File: src/hw/rtl/ptrc_pkg.sv
// Package for the ppm trim pulse-rate calculator.
// Holds widths, constants, register indexes and the divider status type.
// No dependencies.
package ptrc_pkg;

  localparam int TrimW  = 18;
  localparam int MagW   = 17;
  localparam int QuotW  = 29;
  localparam int DivW   = 8;
  localparam int PerW   = 16;

  localparam int DivSteps = QuotW;
  localparam int CntW     = $clog2(DivSteps);

  // 307200000 / (mag / 256 * 262.144) reduced to exact integer form
  localparam logic [QuotW-1:0] PeriodNum = 29'd300000000;
  localparam logic [QuotW-1:0] PeriodMax = 29'h10000;
  localparam logic [QuotW-1:0] PeriodMin = 29'd4;

  localparam logic [DivW-1:0] NominalDiv = 8'd128;
  localparam logic [DivW-1:0] PosDiv     = 8'd129;
  localparam logic [DivW-1:0] NegDiv     = 8'd127;
  localparam logic [DivW-1:0] ClkDivMax  = 8'd128;

  // configuration register indexes
  localparam logic [1:0] CfgEnable    = 2'd0;
  localparam logic [1:0] CfgTrimLimit = 2'd1;
  localparam logic [1:0] CfgParkBelow = 2'd2;

  localparam logic [MagW-1:0] TrimLimitRst = 17'd76800;
  localparam logic [MagW-1:0] ParkBelowRst = 17'd30;

  typedef struct packed {
    logic busy;
    logic done;
  } div_stat_t;

endpackage

File: src/hw/rtl/ptrc_div.sv
// Restoring bit-serial divider: constant numerator over a 17-bit divisor.
// One quotient bit per cycle. Uses ptrc_pkg.
// Divisor zero yields an all-ones quotient.
module ptrc_div (
  input  logic                          clk,
  input  logic                          rst,
  input  logic                          start,
  input  logic [ptrc_pkg::MagW-1:0]     divisor,
  output logic [ptrc_pkg::QuotW-1:0]    quotient,
  output ptrc_pkg::div_stat_t           stat
);

  logic                          busy;
  logic                          done;
  logic [ptrc_pkg::CntW-1:0]     cnt;
  logic [ptrc_pkg::MagW-1:0]     rem;
  logic [ptrc_pkg::MagW-1:0]     rem_next;
  logic [ptrc_pkg::QuotW-1:0]    q;
  logic [ptrc_pkg::MagW-1:0]     dvs;
  logic [ptrc_pkg::MagW:0]       trial;
  logic [ptrc_pkg::MagW:0]       diff;
  logic                          ge;

  // numerator shifts out of q's top as quotient bits shift in at the bottom
  assign trial    = {rem, q[ptrc_pkg::QuotW-1]};
  assign diff     = trial - {1'b0, dvs};
  assign ge       = (trial >= {1'b0, dvs});
  assign rem_next = ge ? diff[ptrc_pkg::MagW-1:0] : trial[ptrc_pkg::MagW-1:0];

  always_ff @(posedge clk) begin
    if (rst) begin
      busy <= 1'b0;
      done <= 1'b0;
      cnt  <= '0;
    end else begin
      done <= 1'b0;
      if (start) begin
        busy <= 1'b1;
        cnt  <= ptrc_pkg::CntW'(ptrc_pkg::DivSteps - 1);
      end else if (busy) begin
        if (cnt == '0) begin
          busy <= 1'b0;
          done <= 1'b1;
        end else begin
          cnt <= cnt - 1'b1;
        end
      end
    end
  end

  always_ff @(posedge clk) begin
    if (start) begin
      q   <= ptrc_pkg::PeriodNum;
      rem <= '0;
      dvs <= divisor;
    end else if (busy) begin
      q   <= {q[ptrc_pkg::QuotW-2:0], ge};
      rem <= rem_next;
    end
  end

  assign quotient  = q;
  assign stat.busy = busy;
  assign stat.done = done;

endmodule

File: src/hw/rtl/ppm_trim_pulse_rate_calc_core.sv
// ppm trim pulse-rate calculator, top level.
// Uses ptrc_pkg and ptrc_div (bit-serial divider).
//
// Usage:
//  - Config channel (cfg_valid/cfg_ready, cfg_index, cfg_data): index 0 enable,
//    1 trim_limit, 2 park_below. cfg_ready is always high; index 3 is ignored.
//    Write only while the block is idle.
//  - Input channel (in_valid/in_ready, trim_request): one signed request in
//    1/256 ppm. in_ready is high only while the sequencer is idle.
//  - Output channel (out_valid/out_ready, result fields): one result item per
//    request, held in an output register.
// Flow: disabled or parked requests go from accept to the done state, then to
//  the output register. Active requests run the 29-step serial divider (one
//  quotient bit a cycle), a load step, up to 7 period-halving steps and a
//  clamp step before the done state.
//  A new request is accepted only after the last one has left the sequencer
//  for the output register.
// Stall: a finished result waits in the output register; the next request can
//  be accepted and worked on meanwhile, and its result waits in the sequencer
//  until the output register frees.
// Reset (rst, synchronous): registers return to enable 0, trim_limit 76800,
//  park_below 30; the sequencer idles and out_valid drops.
module ppm_trim_pulse_rate_calc_core (
  input  logic                          clk,
  input  logic                          rst,
  // configuration
  input  logic                          cfg_valid,
  output logic                          cfg_ready,
  input  logic [1:0]                    cfg_index,
  input  logic [ptrc_pkg::MagW-1:0]     cfg_data,
  // request
  input  logic                          in_valid,
  output logic                          in_ready,
  input  logic signed [ptrc_pkg::TrimW-1:0] trim_request,
  // result
  output logic                          out_valid,
  input  logic                          out_ready,
  output logic                          applied,
  output logic                          clamped,
  output logic signed [ptrc_pkg::TrimW-1:0] trim_applied,
  output logic                          parked,
  output logic [ptrc_pkg::DivW-1:0]     feedback_divider,
  output logic [ptrc_pkg::DivW-1:0]     clock_divider,
  output logic [ptrc_pkg::PerW-1:0]     period_minus_one
);

  typedef enum logic [3:0] {
    S_IDLE  = 4'b0001,
    S_DIV   = 4'b0010,
    S_SHIFT = 4'b0100,
    S_DONE  = 4'b1000
  } state_t;

  state_t state;

  // configuration registers
  logic                          enable;
  logic [ptrc_pkg::MagW-1:0]     trim_limit;
  logic [ptrc_pkg::MagW-1:0]     park_below;

  // request front end (combinational, at accept)
  logic                          in_acc;
  logic                          neg;
  logic [ptrc_pkg::TrimW-1:0]    mag;
  logic                          over;
  logic [ptrc_pkg::MagW-1:0]     mag_c;
  logic [ptrc_pkg::TrimW-1:0]    trim_c;
  logic                          park_c;

  // working result
  logic                          w_applied;
  logic                          w_clamped;
  logic [ptrc_pkg::TrimW-1:0]    w_trim;
  logic                          w_parked;
  logic [ptrc_pkg::DivW-1:0]     w_fbdiv;
  logic [ptrc_pkg::DivW-1:0]     cdiv;
  logic [ptrc_pkg::QuotW-1:0]    period;
  logic [ptrc_pkg::PerW-1:0]     w_pm1;

  // divider
  logic                          div_start;
  logic [ptrc_pkg::QuotW-1:0]    quotient;
  ptrc_pkg::div_stat_t           div_stat;

  logic                          halve;
  logic                          out_load;

  assign cfg_ready = 1'b1;
  assign in_ready  = (state == S_IDLE);
  assign in_acc    = in_valid && in_ready;

  always_ff @(posedge clk) begin
    if (rst) begin
      enable     <= 1'b0;
      trim_limit <= ptrc_pkg::TrimLimitRst;
      park_below <= ptrc_pkg::ParkBelowRst;
    end else if (cfg_valid) begin
      unique case (cfg_index)
        ptrc_pkg::CfgEnable:    enable     <= cfg_data[0];
        ptrc_pkg::CfgTrimLimit: trim_limit <= cfg_data;
        ptrc_pkg::CfgParkBelow: park_below <= cfg_data;
        default: ;
      endcase
    end
  end

  // magnitude; the most negative request gives 0x20000, above any limit
  assign neg    = trim_request[ptrc_pkg::TrimW-1];
  assign mag    = neg ? (ptrc_pkg::TrimW'(0) - trim_request) : trim_request;
  assign over   = (mag > {1'b0, trim_limit});
  assign mag_c  = over ? trim_limit : mag[ptrc_pkg::MagW-1:0];
  assign trim_c = neg ? (ptrc_pkg::TrimW'(0) - {1'b0, mag_c}) : {1'b0, mag_c};
  assign park_c = (mag_c < park_below);

  // divider starts on the accept of an enabled, unparked request
  assign div_start = in_acc && enable && !park_c;

  ptrc_div u_div (
    .clk      (clk),
    .rst      (rst),
    .start    (div_start),
    .divisor  (mag_c),
    .quotient (quotient),
    .stat     (div_stat)
  );

  assign halve    = (period > ptrc_pkg::PeriodMax) && (cdiv < ptrc_pkg::ClkDivMax);
  assign out_load = (state == S_DONE) && (!out_valid || out_ready);

  // sequencer
  always_ff @(posedge clk) begin
    if (rst) begin
      state <= S_IDLE;
    end else begin
      unique case (state)
        S_IDLE: begin
          if (in_acc) state <= div_start ? S_DIV : S_DONE;
        end
        S_DIV: begin
          if (div_stat.done) state <= S_SHIFT;
        end
        S_SHIFT: begin
          if (!halve) state <= S_DONE;
        end
        S_DONE: begin
          if (out_load) state <= S_IDLE;
        end
        default: state <= S_IDLE;
      endcase
    end
  end

  // working payload
  always_ff @(posedge clk) begin
    if (in_acc) begin
      w_applied <= enable;
      w_clamped <= enable && over;
      w_trim    <= enable ? trim_c : '0;
      w_parked  <= enable && park_c;
      // a zero magnitude that is not parked counts as not positive
      w_fbdiv   <= (!enable || park_c) ? ptrc_pkg::NominalDiv :
                   (!neg && (mag_c != '0)) ? ptrc_pkg::PosDiv : ptrc_pkg::NegDiv;
      cdiv      <= '0;
      w_pm1     <= '0;
    end else if (state == S_DIV && div_stat.done) begin
      period <= quotient;
      cdiv   <= 8'd1;
    end else if (state == S_SHIFT) begin
      if (halve) begin
        period <= period >> 1;
        cdiv   <= cdiv << 1;
      end else if (period > ptrc_pkg::PeriodMax) begin
        w_pm1 <= ptrc_pkg::PerW'(ptrc_pkg::PeriodMax - 1'b1);
      end else if (period < ptrc_pkg::PeriodMin) begin
        w_pm1 <= ptrc_pkg::PerW'(ptrc_pkg::PeriodMin - 1'b1);
      end else begin
        w_pm1 <= period[ptrc_pkg::PerW-1:0] - 1'b1;
      end
    end
  end

  // output register
  always_ff @(posedge clk) begin
    if (rst) begin
      out_valid <= 1'b0;
    end else if (out_load) begin
      out_valid <= 1'b1;
    end else if (out_ready) begin
      out_valid <= 1'b0;
    end
  end

  always_ff @(posedge clk) begin
    if (out_load) begin
      applied          <= w_applied;
      clamped          <= w_clamped;
      trim_applied     <= w_trim;
      parked           <= w_parked;
      feedback_divider <= w_fbdiv;
      clock_divider    <= cdiv;
      period_minus_one <= w_pm1;
    end
  end

  // checks
  a_park_zero: assert property (@(posedge clk) disable iff (rst)
    out_valid && parked |-> (clock_divider == '0) && (period_minus_one == '0))
    else $error("parked result with nonzero divider or period");

  a_cdiv_pow2: assert property (@(posedge clk) disable iff (rst)
    out_valid && applied && !parked |-> $onehot(clock_divider))
    else $error("clock divider not a power of two");

  a_disabled: assert property (@(posedge clk) disable iff (rst)
    out_valid && !applied |->
      (feedback_divider == ptrc_pkg::NominalDiv) && !clamped && !parked)
    else $error("disabled result not neutral");

  a_div_done: assert property (@(posedge clk) disable iff (rst)
    div_stat.done |-> (state == S_DIV))
    else $error("divider finished outside divide state");

  a_div_busy: assert property (@(posedge clk) disable iff (rst)
    div_start |=> div_stat.busy && (state == S_DIV))
    else $error("divider did not start with the sequencer");

endmodule

File: config.mk
export PLATFORM = sky130hd
export DESIGN_NAME = ppm_trim_pulse_rate_calc_core
export DESIGN_NICKNAME = d
export VERILOG_FILES = /design/src/hw/rtl/ptrc_pkg.sv /design/src/hw/rtl/ptrc_div.sv /design/src/hw/rtl/ppm_trim_pulse_rate_calc_core.sv
export SDC_FILE = /design/constraint.sdc
export NUM_CORES = 1
export LEC_CHECK = 0
export ABC_AREA = 1
export BUFFER_PORTS_ARGS = -buffer_cell sky130_fd_sc_hd__buf_2
export CORE_MARGIN = 5
export CORE_UTILIZATION = 38
export DETAILED_ROUTE_END_ITERATION = 8
export SYNTH_ARGS = -nofsm -noshare
export SYNTH_HDL_FRONTEND = slang
export SYNTH_SLANG_ARGS = --single-unit
File: constraint.sdc
create_clock -name clk -period 5 [get_ports clk]
set_clock_uncertainty 0.2 [all_clocks]
set_input_delay 0.5 -clock clk [delete_from_list [all_inputs] [get_ports clk]]
set_output_delay 0.5 -clock clk [all_outputs]
set_load 0.02 [all_outputs]
==> flow_metrics.tcl, run 1 <==
set metrics [dict create \
    status "complete, no violations" \
    peakVddDrop_mv 0.256 \
    synth_top_area_share_pct 30.2 \
    synthXorXnorAreaFrac_pct 1.94 \
    syn_avg_cell_area_um2 8.62 \
    yosys_register_bits 235 \
    synth_adder_area_share_pct 6.15 \
    synth_top_cell_by_area "edfxtp_1" \
    layout_common_cells "nand2_1, inv_1, o21ai_0" \
    clkPwrFrac_pct 31.7 \
    layout-drive-gt1-share_pct 17.7 \
    syn_nets 1460 \
    crit_slowest_cell "ha_1" \
    critPathMaxStageDelay_ps 280 \
    cts_tree "yes" \
    finalHoldViolCount 0 \
    die-area_um2 34500 \
    clock_sinks 235 \
    combPwrFrac_pct 25.5 \
    intPower_mw 3.95 \
    die_y_um 186 \
    worstPathArrival_ps 4810 \
    avgViaCountPerCell 4.93 \
    syn_area_um2 11700 \
    hold_depth 3 \
    htreeDepth 1 \
    die_x_um 186 \
    synth_warnings 0 \
    dpl_worst_slack_ps -186 \
    period_needed_ps 4560 \
    gp_congestion 0.921 \
    grt_max_degree 55 \
    numPortBuffers 96 \
    final_nets 1593 \
    clock_path_buffers 3 \
    path_max_fanout 11 \
    reg2reg_depth 24 \
    grt_pass1_wl_um 45300 \
    hold_class "in -> reg" \
    worstPathRequired_ps 5250 \
    ys_top_cells_by_area "edfxtp_1, dfxtp_1, nand2_1" \
    clkTransAtPathRegs_ps 60 \
    insertion_delay_ps 530 \
    synth.mux.area_fraction_pct 0 \
    grtUsageTotal_pct 16.0 \
    rows 64 \
    numCtsBuffers 26 \
    leakage_nw 5.87 \
    fin_hold_ws_ps 16.4 \
    postSynth.asyncResetShare_pct 0 \
    synth_cell_types 49 \
    drv_cap 0 \
    finalSetupViolCount 0 \
    n_antenna_cell 0 \
    layout_commonest_cell "nand2_1" \
    initial_core_util_pct 38.4 \
    clock.fmax_ghz 0.219 \
    netSwitchingFraction_pct 31.4 \
    ys.flop_type "edfxtp_1" \
    synth_top_family_by_area "simple AND/OR/NAND/NOR gates" \
    place.detailed.hpwl_um 21300 \
    synth_compound_area_share_pct 14.6 \
    syn_inst 1361 \
    wire_per_inst_um 14.7 \
    synth_seq_area_share_pct 50.2 \
    slew_violations 0 \
    grt_antenna_before_repair 0 \
    cp_common_cell "nand2_1" \
    post-route-period-util_pct 91.3 \
    worst_setup_path_end_kind "flop" \
    dr.pass1.iters 5 \
    ant_nets 0 \
    grt-ovfl-total 0 \
    grt_pass1_vias 9044 \
    drc 0 \
    pwr-share-seq_pct 42.8 \
    p_per_area_nw_per_um2 416 \
    slew_headroom_pct 33.2 \
    routed_wl_um 28100 \
    fin_ws_ps 437 \
    vias 9417 \
    synth_edf_count 118 \
    max_slew.worst_pin.slew_ps 1000 \
    first_iter_violations 480 \
    crit_type "in -> reg" \
    clockRootBuffer "clkbuf_16" \
    core_area_um2 30500 \
    fillers 2951 \
    synth_simple_gate_area_share_pct 18.9 \
    area.growth.synth_to_final_pct 17.9 \
    p_sw_mw 1.81 \
    start_kind "input pin" \
    top_level_ports 98 \
]
==> what timing repair did <==
item	CTS	global route
endpoints found under the setup margin	0	49
hold endpoints to repair	2	0
setup buffers	0	3
hold buffers	2	0
resized for setup	0	10
==> kinds of logic after synthesis <==
group	count (synthesis)
and+or+nand+nor	503
AOI/OAI and AO/OA	305
DFF	235
buffers and inverters	234
adders and majority gates	57
xor gates and xnor gates	26
other	1
==> cell usage after synthesis, types with 8 or more instances <==
cell type	count
inv_1	177
a31oi_1	14
nand2_1	240
nor2_1	115
nand4_1	18
nor3_1	27
nand2_2	24
nand3_1	48
xnor2_1	10
dfxtp_1	117
ha_1	56
nor4_1	9
clkbuf_1	31
or2_2	8
a21oi_1	119
o21ai_0	121
o211ai_1	14
xor2_1	16
edfxtp_1	118
buf_4	9
==> worst max-delay path: cells and delay by family <==
kind / cells / cell delay, ps
simple gates: 16 / 1260
compound gates: 8 / 1260
buf+inv: 9 / 870
fa+ha+maj: 3 / 680
xor+xnor: 1 / 220
==> routing by layer <==
| metal | routed length (um) | track usage (%) | share of wire [%] | vias up |
|---|---|---|---|---|
| li1 | - | - | - | 4840 |
| met1 | 12600 | 20.6 | 45 | 4336 |
| met2 | 13600 | 28.1 | 48 | 185 |
| met3 | 1130 | 2.50 | 4.0 | 56 |
| met4 | 821 | 4.63 | 2.9 | 0 |
| met5 | 0 | 0 | 0 | - |
==> path summary, 6_finish.rpt <==
check,from,slack [ps],to
setup reg to reg,trim_limit[5],940,u_div.dvs[8]
hold reg to reg,w_trim[9],210,trim_applied[9]
setup / recovery,trim_request[0],440,u_div.rem[3]
hold / removal,cfg_data[4],20,park_below[4]
==> metrics by stage <==
| step | cell area [um2] | instances | power (mW) | util, % | TNS [ps] |
|---|---|---|---|---|---|
| after floorplan | 11700 | 1361 | 3.51 | - | 0 |
| after global placement | 12900 | 1856 | 3.93 | 42.3 | -362 |
| after detailed placement | 12900 | 1856 | 3.96 | 42.3 | -6180 |
| after CTS | 13800 | 1906 | 5.81 | 45.1 | 0 |
| after global routing | 13800 | 1910 | 6.12 | 45.3 | -16.9 |
| final | 13800 | 1910 | 5.75 | 45.3 | 0 |
==> power groups by stage <==
stage	logic [mW]	registers (mW)	clock network (mW)
2_1_floorplan	1.02	2.49	0
3_3_place_gp	1.43	2.50	0
3_5_place_dp	1.45	2.50	0
4_1_cts	1.46	2.46	1.89
5_1_grt	1.67	2.49	1.96
6_report	1.47	2.46	1.83
==> flip-flops by register name (all words and copies together), names as in the netlist, 8 cells and up <==
| register | cells |
|---|---|
| trim_applied | 18 |
| period | 29 |
| u_div.dvs | 17 |
| u_div.rem | 17 |
| clock_divider | 8 |
| u_div.quotient | 29 |
| w_trim | 18 |
| w_pm1 | 16 |
| period_minus_one | 16 |
| cdiv | 8 |
| park_below | 17 |
| trim_limit | 17 |
==> cell type report <==
class	instances	area (um2)	share of cell area, %
tap	396	495	3.58
multi-input combinational	893	4920	35.6
clock buffer	35	729	5.28
inverter	184	696	5.03
sequential	235	5890	42.6
clock inverter	13	105	0.760
timing repair buffer	154	992	7.18
Note: power is estimated with default switching activity, not from simulation.
==> run 2: changes to the inputs <==
--- a/config.mk
+++ b/config.mk
@@ -12,4 +12,5 @@
 export DETAILED_ROUTE_END_ITERATION = 8
 export SYNTH_ARGS = -nofsm -noshare
 export SYNTH_HDL_FRONTEND = slang
+export SYNTH_HIERARCHICAL = 1
 export SYNTH_SLANG_ARGS = --single-unit
==> flow_metrics.tcl, run 2 <==
set metrics [dict create \
    hold_class "in -> reg" \
    first_iter_violations 628 \
    layout_commonest_cell "nand2_1" \
    rsz0062_at_grt "yes" \
    slew_violations 0 \
    final_nets 1757 \
    post-route-period-util_pct 97.3 \
    syn_inst 1472 \
    p_per_area_nw_per_um2 407 \
    area.growth.synth_to_final_pct 24.9 \
    clkTransAtPathRegs_ps 60 \
    die_x_um 189 \
    vias 10100 \
    die_y_um 189 \
    worstPathArrival_ps 4910 \
    leakage_nw 6.83 \
    crit_end "u_div/dvs[0]" \
    reg2reg_depth 27 \
    htreeDepth 1 \
    syn_area_um2 12200 \
    grt_antenna_before_repair 0 \
    peakVddDrop_mv 0.268 \
    dpl_worst_slack_ps -299 \
    fin_util_pct 48.2 \
    n_antenna_cell 0 \
    path_max_fanout 6 \
    grtUsageTotal_pct 16.2 \
    fin_tns_setup_ps 0 \
    ff2ff_setup_slack_ps 700 \
    fillers 3011 \
    layout-drive-gt1-share_pct 24.0 \
    grt_pass1_wl_um 48000 \
    layout_common_cells "nand2_1, inv_1, nor2_1" \
    r2r-start "trim_limit[9]" \
    insertion_delay_ps 530 \
    synth_warnings 6 \
    finalHoldViolCount 0 \
    gp_congestion 0.872 \
    worst_setup_path_end_kind "flop" \
    slew_headroom_pct 30.5 \
    max_slew.worst_pin.slew_ps 1040 \
    drc 0 \
    syn_avg_cell_area_um2 8.29 \
    clock_path_buffers 3 \
    r2r-end "u_div/dvs[0]" \
    initial_core_util_pct 38.6 \
    drv_cap 0 \
    syn_nets 1571 \
    finalSetupViolCount 0 \
    clock_sinks 235 \
    start_kind "input pin" \
    wire_per_inst_um 14.9 \
    total_power_mw 6.20 \
    clockRootBuffer "clkbuf_16" \
    period_needed_ps 4870 \
    core_area_um2 31600 \
    worstPathRequired_ps 5040 \
    crit_type "in -> reg" \
    numCtsBuffers 25 \
    grt-ovfl-total 0 \
    rows 65 \
    grt_max_degree 55 \
    die-area_um2 35800 \
    routed_wl_um 31000 \
    top_level_ports 98 \
    cts_tree "yes" \
    avgViaCountPerCell 4.87 \
    dr.pass1.iters 5 \
    numPortBuffers 96 \
    place.detailed.hpwl_um 22800 \
    ant_nets 0 \
    status "complete, no violations" \
    grt_pass1_vias 9458 \
    clock.fmax_ghz 0.205 \
    crit_start "trim_request[1]" \
    fin_ws_ps 133 \
]
## run 2: cell types whose count changed in the layout (fill, tap and decap cells not counted), moves of 11 or more
cell     delta
a21oi_1    -15
buf_4      +42
buf_6      +11
inv_1      +34
mux2_2     +14
nand3_1    +20
nand3_2    +14
nor2_1     +57
o21ai_0    -41
## run 2: worst min-delay path by stage
| stage | from | to | slack [ps] | cells after the start |
|---|---|---|---|---|
| global placement | w_fbdiv[0] | feedback_divider[0] | 200 | 0 |
| global route | cfg_data[4] | park_below[4] | 20 | 3 |
| finish | cfg_data[4] | park_below[4] | 30 | 3 |
| floorplan | w_applied | applied | 200 | 0 |
| detailed placement | w_trim[7] | trim_applied[7] | 210 | 0 |
| CTS | cfg_data[3] | park_below[3] | 8 | 3 |
## run 2: metrics by stage
stage | hold WS, ps | std cells | instance area, um2
after floorplan | 200 | 1472 | 12300
after global placement | 202 | 2003 | 13700
after detailed placement | 205 | 2003 | 13700
after CTS | 8.16 | 2050 | 14500
after global routing | 15.6 | 2079 | 15200
final | 29.6 | 2079 | 15200
## run 2: final cells by class
class / instances / area [um2] / share of cell area (%)
clock buffer: 34 / 699 / 4.59
clock inverter: 12 / 108 / 0.706
inverter: 226 / 857 / 5.62
multi-input combinational: 963 / 5660 / 37.2
sequential: 235 / 5890 / 38.6
tap: 402 / 503 / 3.30
timing repair buffer: 207 / 1530 / 10.0
## run 2: where the power goes
part	switching (mW)	internal, mW	total (mW)
clock	0.750	1.04	1.79
sequential	0.178	2.30	2.48
combinational	1.16	0.767	1.93
## run 2: worst max-delay path, stage by stage
cell,delay (ps)
buf_2,120
inv_2,50
ha_1,140
inv_2,50
nor2_4,100
nand2_1,80
nor2_2,110
nand3_2,110
o41ai_4,350
xnor2_2,130
ha_1,330
nand3_2,80
nor4_2,300
nand4_1,160
buf_6,200
nand2_8,110
o21a_1,200
inv_2,80
ha_4,270
nand4_1,110
or3_4,380
nor4_4,140
nand2_1,100
nand3_2,110
nand3_4,90
clkinvlp_4,190
buf_6,140
clkbuf_16,150
## run 2: repair_timing
item | CTS | global route
hold endpoints to repair | 1 | 0
resized for setup | 0 | 105
endpoints found under the setup margin | 0 | 72
setup buffers | 0 | 22
hold buffers | 1 | 0
## run 2: per-layer routing
metal | global-route usage, % | part of all wire [%] | up-vias
met5 | 0 | 0 | -
met4 | 3.76 | 2.5 | 0
met3 | 2.21 | 3.4 | 50
met2 | 28.2 | 49 | 196
met1 | 21.4 | 45 | 4672
li1 | - | - | 5198
